File: src/sv/tcsq_pkg.sv
`default_nettype none
// ----------------------------------------------------------------------------
// tcsq_pkg
// Types and constants shared by the three-channel sample qualifier.
// ----------------------------------------------------------------------------
package tcsq_pkg;

    localparam int RAW_W      = 16;
    localparam int SCALE_W    = 32;
    localparam int FIX_W      = 48;
    localparam int BAND_W     = 47;
    localparam int LIMIT_W    = 16;
    localparam int TALLY_W    = 32;
    localparam int CHAN_W     = 2;
    localparam int RUN_W      = 2;
    localparam int MAX_TRIES  = 3;
    localparam int CFG_IDX_W  = 3;
    localparam int CFG_DATA_W = 48;

    // One attempt on the input word: ok flag, first read, second read.
    localparam int ATTEMPT_W    = 1 + 2 * RAW_W;
    localparam int IN_TDATA_W   = 104;
    localparam int OUT_TDATA_W  = 136;

    localparam logic signed [RAW_W:0] CURRENT_OFFSET = 17'sd2560;
    localparam logic [TALLY_W-1:0]    TALLY_MAX      = '1;

    localparam logic [SCALE_W-1:0] VOLT1_SCALE_RST   = 32'd5120;
    localparam logic [SCALE_W-1:0] VOLT2_SCALE_RST   = 32'd5120;
    localparam logic [SCALE_W-1:0] CURRENT_SCALE_RST = 32'd26214;
    localparam logic [FIX_W-1:0]   RECOVER_THR_RST   = 48'd63753421;
    localparam logic [LIMIT_W-1:0] PAIR_LIMIT_RST    = 16'd200;
    localparam logic [FIX_W-1:0]   VOLT_LOW_RST      = -48'sd1677722;
    localparam logic [FIX_W-1:0]   VOLT_HIGH_RST     = 48'd176160768;
    localparam logic [BAND_W-1:0]  ZERO_BAND_RST     = 47'd167772;

    typedef enum logic [CHAN_W-1:0] {
        CH_VOLT1   = 2'd0,
        CH_VOLT2   = 2'd1,
        CH_CURRENT = 2'd2
    } chan_t;

    typedef enum logic [CFG_IDX_W-1:0] {
        REG_VOLT1_SCALE   = 3'd0,
        REG_VOLT2_SCALE   = 3'd1,
        REG_CURRENT_SCALE = 3'd2,
        REG_RECOVER_THR   = 3'd3,
        REG_PAIR_LIMIT    = 3'd4,
        REG_VOLT_LOW      = 3'd5,
        REG_VOLT_HIGH     = 3'd6,
        REG_ZERO_BAND     = 3'd7
    } cfg_reg_t;

    typedef struct packed {
        logic [SCALE_W-1:0] volt1_scale;
        logic [SCALE_W-1:0] volt2_scale;
        logic [SCALE_W-1:0] current_scale;
        logic [FIX_W-1:0]   recover_threshold;
        logic [LIMIT_W-1:0] pair_diff_limit;
        logic [FIX_W-1:0]   volt_low_limit;
        logic [FIX_W-1:0]   volt_high_limit;
        logic [BAND_W-1:0]  zero_band;
    } cfg_t;

    // Word after qualification.
    typedef struct packed {
        logic [CHAN_W-1:0] chan;
        logic              ok;
        logic [RAW_W-1:0]  raw;
    } qual_t;

    // Word after scaling.
    typedef struct packed {
        logic [CHAN_W-1:0] chan;
        logic              ok;
        logic [RAW_W-1:0]  raw;
        logic [FIX_W-1:0]  prod;
    } scl_t;

    typedef struct packed {
        logic [CHAN_W-1:0]  chan;
        logic               updated;
        logic [RAW_W-1:0]   held_raw;
        logic [FIX_W-1:0]   scaled;
        logic               read_fault;
        logic [TALLY_W-1:0] fault_tally;
        logic               loop_broken;
        logic               current_fault;
        logic               volt1_fault;
        logic               volt2_fault;
        logic [TALLY_W-1:0] item_tally;
    } res_t;

endpackage
`default_nettype wire

File: src/sv/tcsq_lane.sv
`default_nettype none
// ----------------------------------------------------------------------------
// tcsq_lane
// Checks one read attempt: success flag and pair distance, plus the average.
// ----------------------------------------------------------------------------
module tcsq_lane (
    input  wire logic                        try_ok,
    input  wire logic [tcsq_pkg::RAW_W-1:0]  first,
    input  wire logic [tcsq_pkg::RAW_W-1:0]  second,
    input  wire logic [tcsq_pkg::LIMIT_W-1:0] limit,
    output logic                             hit,
    output logic [tcsq_pkg::RAW_W-1:0]       avg
);

    logic signed [tcsq_pkg::RAW_W:0] diff;
    logic signed [tcsq_pkg::RAW_W:0] sum;
    logic signed [tcsq_pkg::RAW_W:0] sum_adj;
    logic        [tcsq_pkg::RAW_W:0] mag;

    always_comb begin
        diff = $signed({first[tcsq_pkg::RAW_W-1], first})
             - $signed({second[tcsq_pkg::RAW_W-1], second});
        mag  = diff[tcsq_pkg::RAW_W] ? (tcsq_pkg::RAW_W+1)'(-diff)
                                     : (tcsq_pkg::RAW_W+1)'(diff);
        hit  = try_ok && (mag <= {1'b0, limit});

        // Halve with truncation toward zero: add one to a negative sum first.
        sum     = $signed({first[tcsq_pkg::RAW_W-1], first})
                + $signed({second[tcsq_pkg::RAW_W-1], second});
        sum_adj = sum + $signed({{tcsq_pkg::RAW_W{1'b0}}, sum[tcsq_pkg::RAW_W]});
        avg     = sum_adj[tcsq_pkg::RAW_W:1];
    end

endmodule
`default_nettype wire

File: src/sv/tcsq_qualify.sv
`default_nettype none
// ----------------------------------------------------------------------------
// tcsq_qualify
// Runs the attempt lanes side by side and keeps the first attempt that hit.
// ----------------------------------------------------------------------------
module tcsq_qualify #(
    parameter int LANES = 3
) (
    input  wire logic                                              aclk,
    input  wire logic                                              load,
    input  wire logic [tcsq_pkg::CHAN_W-1:0]                       chan,
    input  wire logic [tcsq_pkg::MAX_TRIES-1:0]                    try_ok,
    input  wire logic [tcsq_pkg::MAX_TRIES-1:0][tcsq_pkg::RAW_W-1:0] first,
    input  wire logic [tcsq_pkg::MAX_TRIES-1:0][tcsq_pkg::RAW_W-1:0] second,
    input  wire logic [tcsq_pkg::LIMIT_W-1:0]                      limit,
    output tcsq_pkg::qual_t                                        q_reg
);

    logic [LANES-1:0]                       hit;
    logic [LANES-1:0][tcsq_pkg::RAW_W-1:0]  avg;
    tcsq_pkg::qual_t                        q_next;

    for (genvar k = 0; k < LANES; k++) begin : g_lane
        tcsq_lane u_lane (
            .try_ok (try_ok[k]),
            .first  (first[k]),
            .second (second[k]),
            .limit  (limit),
            .hit    (hit[k]),
            .avg    (avg[k])
        );
    end

    // Merge: the lowest attempt that hit wins, so scan from the top down.
    always_comb begin
        q_next.chan = chan;
        q_next.ok   = 1'b0;
        q_next.raw  = '0;
        for (int k = LANES - 1; k >= 0; k--) begin
            if (hit[k]) begin
                q_next.ok  = 1'b1;
                q_next.raw = avg[k];
            end
        end
    end

    always_ff @(posedge aclk) begin
        if (load) begin
            q_reg <= q_next;
        end
    end

endmodule
`default_nettype wire

File: src/sv/tcsq_scale.sv
`default_nettype none
// ----------------------------------------------------------------------------
// tcsq_scale
// Multiplies the qualified raw value by its channel's scale.
// ----------------------------------------------------------------------------
module tcsq_scale (
    input  wire logic                         aclk,
    input  wire logic                         load,
    input  wire tcsq_pkg::qual_t              q_in,
    input  wire logic [tcsq_pkg::SCALE_W-1:0] volt1_scale,
    input  wire logic [tcsq_pkg::SCALE_W-1:0] volt2_scale,
    input  wire logic [tcsq_pkg::SCALE_W-1:0] current_scale,
    output tcsq_pkg::scl_t                    s_reg
);

    logic signed [tcsq_pkg::RAW_W:0]           raw_ext;
    logic signed [tcsq_pkg::RAW_W:0]           opnd;
    logic        [tcsq_pkg::SCALE_W-1:0]       scale;
    logic signed [tcsq_pkg::RAW_W+tcsq_pkg::SCALE_W:0] prod;
    tcsq_pkg::scl_t                            s_next;

    always_comb begin
        raw_ext = $signed({q_in.raw[tcsq_pkg::RAW_W-1], q_in.raw});
        // The current loop is measured above its 4 mA offset.
        if (q_in.chan == tcsq_pkg::CH_CURRENT) begin
            opnd = raw_ext - tcsq_pkg::CURRENT_OFFSET;
        end else begin
            opnd = raw_ext;
        end
        unique case (q_in.chan)
            tcsq_pkg::CH_VOLT2:   scale = volt2_scale;
            tcsq_pkg::CH_CURRENT: scale = current_scale;
            default:              scale = volt1_scale;
        endcase
        prod        = opnd * $signed(scale);
        s_next.chan = q_in.chan;
        s_next.ok   = q_in.ok;
        s_next.raw  = q_in.raw;
        s_next.prod = prod[tcsq_pkg::FIX_W-1:0];
    end

    always_ff @(posedge aclk) begin
        if (load) begin
            s_reg <= s_next;
        end
    end

endmodule
`default_nettype wire

File: src/sv/tcsq_track.sv
`default_nettype none
// ----------------------------------------------------------------------------
// tcsq_track
// Per-channel stores, fault flags, loop break hysteresis and the result word.
// ----------------------------------------------------------------------------
module tcsq_track #(
    parameter int CONFIRM_RUN = 3
) (
    input  wire logic           aclk,
    input  wire logic           aresetn,
    input  wire logic           load,
    input  wire tcsq_pkg::scl_t scl_in,
    input  wire tcsq_pkg::cfg_t cfg,
    output tcsq_pkg::res_t      res_reg
);

    localparam int RUN_EW = tcsq_pkg::RUN_W + 1;
    localparam logic [RUN_EW-1:0] RUN_CAP = RUN_EW'(CONFIRM_RUN);

    logic                          ever_valid_reg [3];
    logic                          ever_valid_next [3];
    logic                          last_fault_reg [3];
    logic                          last_fault_next [3];
    logic [tcsq_pkg::RAW_W-1:0]    raw_store_reg [3];
    logic [tcsq_pkg::RAW_W-1:0]    raw_store_next [3];
    logic [tcsq_pkg::FIX_W-1:0]    scaled_store_reg [3];
    logic [tcsq_pkg::FIX_W-1:0]    scaled_store_next [3];
    logic [tcsq_pkg::TALLY_W-1:0]  fault_cnt_reg [3];
    logic [tcsq_pkg::TALLY_W-1:0]  fault_cnt_next [3];
    logic [1:0]                    range_fault_reg;
    logic [1:0]                    range_fault_next;
    logic                          broken_reg;
    logic                          broken_next;
    logic [tcsq_pkg::RUN_W-1:0]    low_run_reg;
    logic [tcsq_pkg::RUN_W-1:0]    low_run_next;
    logic [tcsq_pkg::RUN_W-1:0]    high_run_reg;
    logic [tcsq_pkg::RUN_W-1:0]    high_run_next;
    logic [tcsq_pkg::TALLY_W-1:0]  items_reg;
    logic [tcsq_pkg::TALLY_W-1:0]  items_next;
    tcsq_pkg::res_t                res_next;

    logic [1:0]                    idx;
    logic signed [tcsq_pkg::FIX_W:0] v_ext;
    logic signed [tcsq_pkg::FIX_W:0] band_ext;
    logic                          in_band;
    logic [tcsq_pkg::FIX_W-1:0]    v_clamp;
    logic                          out_of_range;
    logic                          cur_low;
    logic                          cur_high;
    logic [RUN_EW-1:0]             low_inc;
    logic [RUN_EW-1:0]             high_inc;

    always_comb begin
        // A channel code of three cannot arise; it would be taken as voltage one.
        if (scl_in.chan == tcsq_pkg::CH_VOLT2 || scl_in.chan == tcsq_pkg::CH_CURRENT) begin
            idx = scl_in.chan;
        end else begin
            idx = tcsq_pkg::CH_VOLT1;
        end

        v_ext    = $signed({scl_in.prod[tcsq_pkg::FIX_W-1], scl_in.prod});
        band_ext = $signed({2'b00, cfg.zero_band});
        in_band  = (v_ext > -band_ext) && (v_ext < band_ext);
        v_clamp  = in_band ? '0 : scl_in.prod;
        out_of_range = ($signed(v_clamp) < $signed(cfg.volt_low_limit))
                    || ($signed(v_clamp) > $signed(cfg.volt_high_limit));
        cur_low  = $signed(scl_in.prod) < $signed(cfg.recover_threshold);
        cur_high = $signed(scl_in.prod) > $signed(cfg.recover_threshold);
        low_inc  = {1'b0, low_run_reg} + RUN_EW'(1);
        high_inc = {1'b0, high_run_reg} + RUN_EW'(1);

        ever_valid_next   = ever_valid_reg;
        last_fault_next   = last_fault_reg;
        raw_store_next    = raw_store_reg;
        scaled_store_next = scaled_store_reg;
        fault_cnt_next    = fault_cnt_reg;
        range_fault_next  = range_fault_reg;
        broken_next       = broken_reg;
        low_run_next      = low_run_reg;
        high_run_next     = high_run_reg;
        items_next        = items_reg + tcsq_pkg::TALLY_W'(1);

        if (scl_in.ok) begin
            raw_store_next[idx]  = scl_in.raw;
            ever_valid_next[idx] = 1'b1;
            last_fault_next[idx] = 1'b0;
            if (idx == tcsq_pkg::CH_CURRENT) begin
                scaled_store_next[idx] = scl_in.prod;
                // Break needs a run of low samples, recovery a run of high ones.
                if (!broken_reg) begin
                    if (cur_low) begin
                        if (low_inc >= RUN_CAP) begin
                            broken_next   = 1'b1;
                            low_run_next  = '0;
                            high_run_next = '0;
                        end else begin
                            low_run_next = low_inc[tcsq_pkg::RUN_W-1:0];
                        end
                    end else begin
                        low_run_next = '0;
                    end
                end else begin
                    if (cur_high) begin
                        if (high_inc >= RUN_CAP) begin
                            broken_next   = 1'b0;
                            low_run_next  = '0;
                            high_run_next = '0;
                        end else begin
                            high_run_next = high_inc[tcsq_pkg::RUN_W-1:0];
                        end
                    end else begin
                        high_run_next = '0;
                    end
                end
            end else begin
                scaled_store_next[idx]   = v_clamp;
                range_fault_next[idx[0]] = out_of_range;
            end
        end else begin
            last_fault_next[idx] = 1'b1;
            if (fault_cnt_reg[idx] != tcsq_pkg::TALLY_MAX) begin
                fault_cnt_next[idx] = fault_cnt_reg[idx] + tcsq_pkg::TALLY_W'(1);
            end
        end

        res_next.chan          = idx;
        res_next.updated       = scl_in.ok;
        res_next.held_raw      = raw_store_next[idx];
        res_next.scaled        = scaled_store_next[idx];
        res_next.read_fault    = !scl_in.ok;
        res_next.fault_tally   = fault_cnt_next[idx];
        res_next.loop_broken   = broken_next;
        res_next.current_fault = broken_next || last_fault_next[2] || !ever_valid_next[2];
        res_next.volt1_fault   = range_fault_next[0] || last_fault_next[0]
                              || !ever_valid_next[0];
        res_next.volt2_fault   = range_fault_next[1] || last_fault_next[1]
                              || !ever_valid_next[1];
        res_next.item_tally    = items_next;
    end

    always_ff @(posedge aclk) begin
        if (!aresetn) begin
            for (int i = 0; i < 3; i++) begin
                ever_valid_reg[i]   <= 1'b0;
                last_fault_reg[i]   <= 1'b0;
                raw_store_reg[i]    <= '0;
                scaled_store_reg[i] <= '0;
                fault_cnt_reg[i]    <= '0;
            end
            range_fault_reg <= '0;
            broken_reg      <= 1'b0;
            low_run_reg     <= '0;
            high_run_reg    <= '0;
            items_reg       <= '0;
        end else if (load) begin
            ever_valid_reg   <= ever_valid_next;
            last_fault_reg   <= last_fault_next;
            raw_store_reg    <= raw_store_next;
            scaled_store_reg <= scaled_store_next;
            fault_cnt_reg    <= fault_cnt_next;
            range_fault_reg  <= range_fault_next;
            broken_reg       <= broken_next;
            low_run_reg      <= low_run_next;
            high_run_reg     <= high_run_next;
            items_reg        <= items_next;
        end
    end

    always_ff @(posedge aclk) begin
        if (load) begin
            res_reg <= res_next;
        end
    end

    // The break flag moves only on a qualified current sample.
    a_break_source: assert property (@(posedge aclk) disable iff (!aresetn)
        $past(aresetn) && !$stable(broken_reg)
        |-> $past(load && scl_in.ok && scl_in.chan == tcsq_pkg::CH_CURRENT))
        else $error("break flag changed without a qualified current sample");

endmodule
`default_nettype wire

File: src/sv/three_channel_sample_qualifier.sv
`default_nettype none
// ----------------------------------------------------------------------------
// three_channel_sample_qualifier
// Round-robin qualifier and scaler for two voltage channels and a 4-20 mA loop.
// ----------------------------------------------------------------------------
// Takes one word per clock and returns one result word per input word, in
// order. Words are handed to voltage one, voltage two and current in turn,
// starting with voltage one after reset. The path is three registered stages:
// attempt lanes and first-hit merge, the 17 x 32 scaling multiplier, then the
// per-channel state update that feeds the output register. An accepted word
// moves from q_reg to s_reg and then to res_reg, where m_tvalid rises. Any
// stage that is empty or moving on accepts a new word, so up to three words
// are held while a result waits, and the input stalls only when all three
// stages are full behind a stalled output. The user must write configuration
// through cfg_we/cfg_addr/cfg_wdata only while idle; the block has no check.
// ----------------------------------------------------------------------------
module three_channel_sample_qualifier #(
    parameter int TRY_COUNT   = 3,
    parameter int CONFIRM_RUN = 3
) (
    input  wire logic                                 aclk,
    input  wire logic                                 aresetn,
    input  wire logic                                 s_tvalid,
    output logic                                      s_tready,
    // try0_ok, try0_first, try0_second, try1_ok, try1_first, try1_second,
    // try2_ok, try2_first, try2_second, zero fill
    input  wire logic [tcsq_pkg::IN_TDATA_W-1:0]      s_tdata,
    output logic                                      m_tvalid,
    input  wire logic                                 m_tready,
    // updated, held_raw, scaled, read_fault, fault_tally, loop_broken,
    // current_fault, volt1_fault, volt2_fault, item_tally, zero fill
    output logic [tcsq_pkg::OUT_TDATA_W-1:0]          m_tdata,
    // chan
    output logic [tcsq_pkg::CHAN_W-1:0]               m_tuser,
    input  wire logic                                 cfg_we,
    input  wire logic [tcsq_pkg::CFG_IDX_W-1:0]       cfg_addr,
    input  wire logic [tcsq_pkg::CFG_DATA_W-1:0]      cfg_wdata
);

    localparam int LANES = (TRY_COUNT < tcsq_pkg::MAX_TRIES) ? TRY_COUNT
                                                             : tcsq_pkg::MAX_TRIES;

    tcsq_pkg::cfg_t  cfg_reg;
    tcsq_pkg::qual_t q_reg;
    tcsq_pkg::scl_t  s_reg;
    tcsq_pkg::res_t  res_reg;

    logic [tcsq_pkg::CHAN_W-1:0] chan_reg;
    logic                        s1_valid_reg;
    logic                        s2_valid_reg;
    logic                        m_valid_reg;
    logic                        out_ready;
    logic                        s2_ready;
    logic                        s1_load;
    logic                        s2_load;
    logic                        out_load;

    logic [tcsq_pkg::MAX_TRIES-1:0]                       try_ok;
    logic [tcsq_pkg::MAX_TRIES-1:0][tcsq_pkg::RAW_W-1:0]  try_first;
    logic [tcsq_pkg::MAX_TRIES-1:0][tcsq_pkg::RAW_W-1:0]  try_second;

    always_comb begin
        for (int k = 0; k < tcsq_pkg::MAX_TRIES; k++) begin
            try_ok[k]     = s_tdata[k*tcsq_pkg::ATTEMPT_W];
            try_first[k]  = s_tdata[k*tcsq_pkg::ATTEMPT_W+1 +: tcsq_pkg::RAW_W];
            try_second[k] = s_tdata[k*tcsq_pkg::ATTEMPT_W+1+tcsq_pkg::RAW_W
                                    +: tcsq_pkg::RAW_W];
        end
    end

    // Each stage takes a new word when it is empty or its word moves on.
    assign out_ready = !m_valid_reg || m_tready;
    assign s2_ready  = !s2_valid_reg || out_ready;
    assign s_tready  = !s1_valid_reg || s2_ready;
    assign s1_load   = s_tvalid && s_tready;
    assign s2_load   = s1_valid_reg && s2_ready;
    assign out_load  = s2_valid_reg && out_ready;

    always_ff @(posedge aclk) begin
        if (!aresetn) begin
            s1_valid_reg <= 1'b0;
            s2_valid_reg <= 1'b0;
            m_valid_reg  <= 1'b0;
            chan_reg     <= tcsq_pkg::CH_VOLT1;
        end else begin
            if (s_tready) begin
                s1_valid_reg <= s_tvalid;
            end
            if (s2_ready) begin
                s2_valid_reg <= s1_valid_reg;
            end
            if (out_ready) begin
                m_valid_reg <= s2_valid_reg;
            end
            if (s1_load) begin
                if (chan_reg == tcsq_pkg::CH_CURRENT) begin
                    chan_reg <= tcsq_pkg::CH_VOLT1;
                end else begin
                    chan_reg <= chan_reg + tcsq_pkg::CHAN_W'(1);
                end
            end
        end
    end

    always_ff @(posedge aclk) begin
        if (!aresetn) begin
            cfg_reg.volt1_scale       <= tcsq_pkg::VOLT1_SCALE_RST;
            cfg_reg.volt2_scale       <= tcsq_pkg::VOLT2_SCALE_RST;
            cfg_reg.current_scale     <= tcsq_pkg::CURRENT_SCALE_RST;
            cfg_reg.recover_threshold <= tcsq_pkg::RECOVER_THR_RST;
            cfg_reg.pair_diff_limit   <= tcsq_pkg::PAIR_LIMIT_RST;
            cfg_reg.volt_low_limit    <= tcsq_pkg::VOLT_LOW_RST;
            cfg_reg.volt_high_limit   <= tcsq_pkg::VOLT_HIGH_RST;
            cfg_reg.zero_band         <= tcsq_pkg::ZERO_BAND_RST;
        end else if (cfg_we) begin
            unique case (cfg_addr)
                tcsq_pkg::REG_VOLT1_SCALE:
                    cfg_reg.volt1_scale <= cfg_wdata[tcsq_pkg::SCALE_W-1:0];
                tcsq_pkg::REG_VOLT2_SCALE:
                    cfg_reg.volt2_scale <= cfg_wdata[tcsq_pkg::SCALE_W-1:0];
                tcsq_pkg::REG_CURRENT_SCALE:
                    cfg_reg.current_scale <= cfg_wdata[tcsq_pkg::SCALE_W-1:0];
                tcsq_pkg::REG_RECOVER_THR:
                    cfg_reg.recover_threshold <= cfg_wdata[tcsq_pkg::FIX_W-1:0];
                tcsq_pkg::REG_PAIR_LIMIT:
                    cfg_reg.pair_diff_limit <= cfg_wdata[tcsq_pkg::LIMIT_W-1:0];
                tcsq_pkg::REG_VOLT_LOW:
                    cfg_reg.volt_low_limit <= cfg_wdata[tcsq_pkg::FIX_W-1:0];
                tcsq_pkg::REG_VOLT_HIGH:
                    cfg_reg.volt_high_limit <= cfg_wdata[tcsq_pkg::FIX_W-1:0];
                tcsq_pkg::REG_ZERO_BAND:
                    cfg_reg.zero_band <= cfg_wdata[tcsq_pkg::BAND_W-1:0];
                default: ;
            endcase
        end
    end

    tcsq_qualify #(
        .LANES (LANES)
    ) u_qualify (
        .aclk   (aclk),
        .load   (s1_load),
        .chan   (chan_reg),
        .try_ok (try_ok),
        .first  (try_first),
        .second (try_second),
        .limit  (cfg_reg.pair_diff_limit),
        .q_reg  (q_reg)
    );

    tcsq_scale u_scale (
        .aclk          (aclk),
        .load          (s2_load),
        .q_in          (q_reg),
        .volt1_scale   (cfg_reg.volt1_scale),
        .volt2_scale   (cfg_reg.volt2_scale),
        .current_scale (cfg_reg.current_scale),
        .s_reg         (s_reg)
    );

    tcsq_track #(
        .CONFIRM_RUN (CONFIRM_RUN)
    ) u_track (
        .aclk    (aclk),
        .aresetn (aresetn),
        .load    (out_load),
        .scl_in  (s_reg),
        .cfg     (cfg_reg),
        .res_reg (res_reg)
    );

    assign m_tvalid = m_valid_reg;
    assign m_tuser  = res_reg.chan;
    assign m_tdata  = {2'b00,
                       res_reg.item_tally,
                       res_reg.volt2_fault,
                       res_reg.volt1_fault,
                       res_reg.current_fault,
                       res_reg.loop_broken,
                       res_reg.fault_tally,
                       res_reg.read_fault,
                       res_reg.scaled,
                       res_reg.held_raw,
                       res_reg.updated};

    // Input back-pressure only ever comes from a full pipe behind a stalled output.
    a_stall_cause: assert property (@(posedge aclk)
        !s_tready |-> (m_tvalid && !m_tready))
        else $error("input stalled while the pipe had room");

    // A failed current read must show as a current fault in the same word.
    a_current_fault: assert property (@(posedge aclk) disable iff (!aresetn)
        (m_valid_reg && res_reg.chan == tcsq_pkg::CH_CURRENT && res_reg.read_fault)
        |-> res_reg.current_fault)
        else $error("current read fault without current fault flag");

endmodule
`default_nettype wire
File: config.mk
export PLATFORM = sky130hd
export DESIGN_NAME = three_channel_sample_qualifier
export DESIGN_NICKNAME = d
export VERILOG_FILES = /design/src/sv/tcsq_pkg.sv /design/src/sv/tcsq_lane.sv /design/src/sv/tcsq_qualify.sv /design/src/sv/tcsq_scale.sv /design/src/sv/tcsq_track.sv /design/src/sv/three_channel_sample_qualifier.sv
export SDC_FILE = /design/constraint.sdc
export NUM_CORES = 2
export LEC_CHECK = 0
export BUFFER_PORTS_ARGS = -buffer_cell sky130_fd_sc_hd__buf_2
export CORE_ASPECT_RATIO = 0.75
export CORE_MARGIN = 8
export CORE_UTILIZATION = 35
export CTS_CLUSTER_DIAMETER = 60
export DETAILED_ROUTE_END_ITERATION = 16
export PLACE_DENSITY = 0.54
export SYNTH_ARGS = -nofsm -noshare
export SYNTH_HDL_FRONTEND = slang
export SYNTH_SLANG_ARGS = --single-unit
File: constraint.sdc
create_clock -name aclk -period 10.5 [get_ports aclk]
set_input_delay 2.1 -clock aclk [delete_from_list [all_inputs] [get_ports aclk]]
set_output_delay 2.1 -clock aclk [all_outputs]
set_load 0.02 [all_outputs]
Word-level counts from Yosys, hierarchy flattened
Index checks and enable logic that the tools add are counted.

word-level totals
  bits in registers = 863

operators by class
  equal/unequal tests = 16
  magnitude comparators = 15
  bitwise logic cells = 5
  reduce and logical (&&, ||, !) cells = 41
  multiplexer cells = 64
  add/sub/neg operators = 19
  multiply operators = 1

operators by type and width
  cell                   count
  $bwmux 144             2
  $mux 144               2
  $mux 48                5
  $mux 96                2
  $mux 32                5
  $lt 48x48->1           3
  $bmux 32 s2            2
  $bmux 48 s2            1
  $bwmux 96              1
  $demux 48 s2           1
  $gt 48x48->1           2
  $mux 17                5
  $mux 16                5
  $add 32x1->32 const B  2
  $demux 32 s2           1
  $pmux 32 s2            1
  $add 16x16->17         3
  $add 17x2->17          3
  $le 17x16->1           3
  $neg 17->17            3
  $sub 16x16->17         3
  $gt 48x49->1           1
  $neg 47->49            1
  $bwmux 48              1
  other kinds (36)       103

Depth between registers and ports, before layout
  word-level depth = 14
  depth in mapped cells = 33
  gate-level depth less buffers = 32

Cells and area by module
A second synthesis with hierarchy kept.

unflattened totals
  cell total of the unflattened synthesis = 8,142
  area total of the unflattened synthesis = 70,760.4 µm²

by module, submodules not included
  module                          area an instance (µm²)  sequential area each (µm²)  times used  cells an instance
  tcsq_track                      27,580.2                10,750.3                    1           3,097
  tcsq_scale                      21,333.0                2,011.9                     1           2,321
  three_channel_sample_qualifier  11,621.1                6,165.9                     1           1,375
  tcsq_lane                       3,071.7                 0.0                         3           419
  tcsq_qualify                    1,011.0                 570.5                       1           92

Least setup slack after synthesis
No wires, ideal clock.

  path kind = flip-flop to flip-flop
  start point = register u_qualify.q_reg[18] (netlist name)
  end point = register u_scale.s_reg[46] (netlist name)
  stages on the path, launching flop included = 29
  path buffers = 4
  path slack = 2.413 ns
  setup time = 0.263 ns
  period minus slack after synthesis = 8.087 ns
  required time = 10.237 ns
  arrival time = 7.824 ns
  cells stage by stage = edfxtp_1 > ha_1 > clkbuf_1 > clkbuf_1 > buf_1 > nand2_1 > o21ai_0 > clkbuf_1 > nand2_1 > fa_1 > inv_1 > fa_1 > inv_1 > fa_1 > inv_1 > fa_1 > fa_1 > fa_1 > ha_1 > a21oi_1 > o21bai_1 > a2111oi_0 > nor3b_1 > o31ai_1 > o311ai_0 > a31oi_1 > o31ai_1 > a311oi_1 > xnor2_1

on the way
  longest elaborated chain between the ends = 3
  elaborated cells on any way between the ends = 5
  classes of those cells = 1 x mul; 2 x eq/ne; 2 x mux

RTL lines
  what                                      line                                source
  $eq 2x2->1 or $eq 2x1->1 (tied branches)  tcsq_scale.sv:25, tcsq_scale.sv:30
  $pmux 32 s2 or $mux 17 (tied branches)    tcsq_scale.sv:30, tcsq_scale.sv:25
  $mul 17x32->48 (*)                        tcsq_scale.sv:35                    prod = opnd * $signed(scale);
  net u_scale.prod, one bit                 tcsq_scale.sv:19                    logic signed [tcsq_pkg::RAW_W+tcsq_pkg::SCALE_W:0] prod;

The timed path passes the listed nets; every way through them passes the cells marked *.
A chain may end at the register's enable or synchronous reset.

Final worst setup path
  start point = register u_qualify.q_reg[18] (netlist name)
  end point = register u_scale.s_reg[43] (netlist name)

on the way
  longest elaborated chain between the ends = 3
  elaborated cells on any way between the ends = 5
  classes of those cells = 1 x mul; 2 x eq/ne; 2 x mux

RTL lines
  what                                      line
  $eq 2x2->1 or $eq 2x1->1 (tied branches)  tcsq_scale.sv:25, tcsq_scale.sv:30
  $pmux 32 s2 or $mux 17 (tied branches)    tcsq_scale.sv:30, tcsq_scale.sv:25
  $mul 17x32->48 (*)                        tcsq_scale.sv:35
  net u_scale.prod, one bit                 tcsq_scale.sv:19

Marks and branches as above.

==> impl_metrics.ini <==
[floorplanning]
dieArea_mm2 = 0.212
core_area_mm2 = 0.197
ioPinCount = 300
dieHeight_um = 401
start_util_pct = 35.2
fp-row-count = 141
fp.dieW_um = 529

[timing]
setup_viol = 0
finalSetupTns_ps = 0
period_needed_ps = 9200
finalCritPeriodShare_pct = 87.6
skew_ps = 96.5
slew_violations = 0
relSlewSlack_pct = 13.4
worst_slew_pin_slew_ps = 1300
grt_setup_unrepaired = no
finalHoldViolCount = 0
max_freq_mhz = 109

[worst_setup_path]
crit_type = flip-flop to flip-flop
crit_required_ps = 10990
endpoint_kind = flip-flop
cp.arrival_ps = 9690
startpoint = u_qualify.q_reg[18]
cp_slowest_cell = ha_2
crit_fanout = 38
cpPeakStageDelay_ps = 820
critPathBufInv = 6
critPathTopFamily = adder cells
r2r_start = u_qualify.q_reg[18]
start_kind = flip-flop
cp_common_cell = fa_1

[synthesis]
yosys_warnings = 0
synth-async-reset-ratio_pct = 0
yosys_most_used_dff = dfxtp_1
synth.cell_area_mm2 = 0.0691
synth_cell_types = 92
synth_edf_count = 222
synth_area_per_cell_um2 = 8.39
synth_seq_cells = 863
yosysSeqAreaShare_pct = 28.2
synthCells = 8234

[clock_network]
cts-root-buf = clkbuf_16
htree_levels = 3
clock-sinks = 863
cts-buffers-inserted = 103
ctsHoldBuffers = 0
post_cts_buffers = 0
clkLatencyLatePin_ps = 760
cts_resized = 0
clk_pin_slew_ps = 60
cts_tree = done
clk_path_buf_depth = 3

[routing]
routed_via_density = 5.33
wl_per_cell_um = 21.0
wl_um = 232000
post-route-drc-count = 0
drt_iter0_drc = 5046
vias = 58800
dr.pass1.iters = 6
ant_nets = 0

[cells_and_area]
fin_cells = 11000
syn2layout_area_growth_pct = 11.2
stdcell_area_mm2 = 0.0769
drive_gt1_share_pct = 8.23
largest_reg_flops = 303
finalNetCount = 9476

[hold_path]
hold_class = flip-flop to flip-flop
hp-start = cfg_reg[79]

[power_and_ir_drop]
leakage_nw = 31.1
max-vdd-ir-drop_mv = 0.197
p_per_area_mw_per_mm2 = 184

[global_routing]
grt_pass1_wl_um = 353000
grt_overflow = 0
grt_max_degree = 226
grt_pass1_vias = 57700
grt_antenna_before_repair = 11
grt_use_total_pct = 21.1

[placement]
dpl_cell_area_mm2 = 0.0732
dpl.hpwl_um = 171000
place_congestion = 0.912
place.port_buffers = 292
dp_cells = 10800

[flow_run]
max_cap_violations = 0

[run_status]
status = completed
## final timing paths
check | endpoint | slack [ps] | cells past startpoint
hold reg to reg | cfg_reg[79] | 450 | 2
hold / removal | cfg_reg[79] | 450 | 2
setup reg to reg | u_scale.s_reg[43] | 1300 | 26
setup / recovery | u_scale.s_reg[43] | 1300 | 26
## through the flow
step / hold WS, ps / worst slack [ps] / util (%) / power [W]
floorplan: 400 / 2410 / - / 0.00794
global placement: 438 / 1530 / 37.2 / 0.0101
detailed placement: 445 / 1460 / 37.2 / 0.0102
CTS: 454 / 1420 / 39.1 / 0.0141
global route: 464 / 747 / 39.1 / 0.0149
finish: 452 / 1300 / 39.1 / 0.0141
## cell type report
| type | count | area [µm²] |
|---|---|---|
| inverter | 804 | 3030 |
| timing repair buffer | 406 | 2330 |
| multi-input combinational | 6108 | 45000 |
| clock inverter | 68 | 895 |
| fill | 19800 | 120000 |
| tap | 2645 | 3310 |
| antenna | 2 | 5.00 |
| clock buffer | 124 | 2780 |
| sequential | 863 | 19500 |
## layer usage
metal / vias to the layer above / GRT usage, % / share of wire [%]
met1: 28700 / 30.1 / 46
met4: 2 / 6.08 / 2.9
li1: 27700 / - / -
met2: 1997 / 32.3 / 43
met3: 307 / 4.05 / 7.6
met5: - / 0 / 0.0052
## worst reg2reg max path, cell delays in order (launching register included)
cell and delay, ps:
edfxtp_1 430, ha_2 820, buf_4 410, nand2_1 110, o21ai_0 90, buf_4 280, nand2_1 130, fa_1 590
inv_1 60, fa_1 520, inv_1 50, fa_1 610, fa_1 490, fa_1 550, inv_1 50, fa_1 470
ha_1 350, o21a_1 180, and2_1 140, o2111ai_1 160, a21boi_0 410, a41o_1 440, a21boi_0 270, o41ai_1 450
buf_4 250, a41oi_1 180, xnor2_1 480
## kinds of logic (layout without fill, tap and decap cells)
kind of cell	Yosys count	count (layout)	synth area share, %
simple gates	2920	2920	18.6
compound gates	1714	1714	15.9
buf+inv	1264	1402	7.09
fa+ha+maj	1030	1030	24.3
flops	863	863	28.2
xor+xnor	324	324	4.13
mux	118	118	1.71
other cells	1	4	0.00543
## synthesized netlist by cell type (40+ instances only)
cell      count  area share, %
a221o_1      42           0.61
edfxtp_1    222            9.6
a211oi_1     40           0.43
nand2b_1     49           0.44
a21o_1      135            1.5
nor2_1      443            2.4
and2_1      156            1.4
nor2b_1      72           0.65
xor2_1      101            1.3
xnor2_1     221            2.8
o21ai_0     219            1.6
nand3_1     172            1.2
o211ai_1    103            1.1
nor3_1      116           0.84
ha_1        509            9.2
inv_1       800            4.3
o21a_1       70           0.76
dfxtp_1     641             19
a21oi_1     678            4.9
clkbuf_1    369            2.0
fa_1        521             15
mux2i_1     116            1.7
nand4_1      84           0.76
a22oi_1     111            1.2
nand2_1    1646            8.9
## layout by cell type (no fill, tap or decap), types with 84 or more instances in the layout
cell / n
nor2_1: 431
a22oi_1: 111
inv_1: 799
nor3_1: 113
dfxtp_1: 641
fa_1: 521
a21o_1: 135
ha_1: 506
xnor2_1: 218
buf_2: 291
xor2_1: 98
o21ai_0: 219
mux2i_1: 115
and2_1: 156
buf_4: 114
a21oi_1: 676
nand4_1: 84
clkbuf_16: 104
o211ai_1: 103
nand2_1: 1645
nand3_1: 166
edfxtp_1: 222
## report_power, final
part	switching [W]	internal [W]
logic	0.00392	0.00220
clock network	0.00158	0.00226
registers	0.000437	0.00371
(Power assumes the default switching activity.)
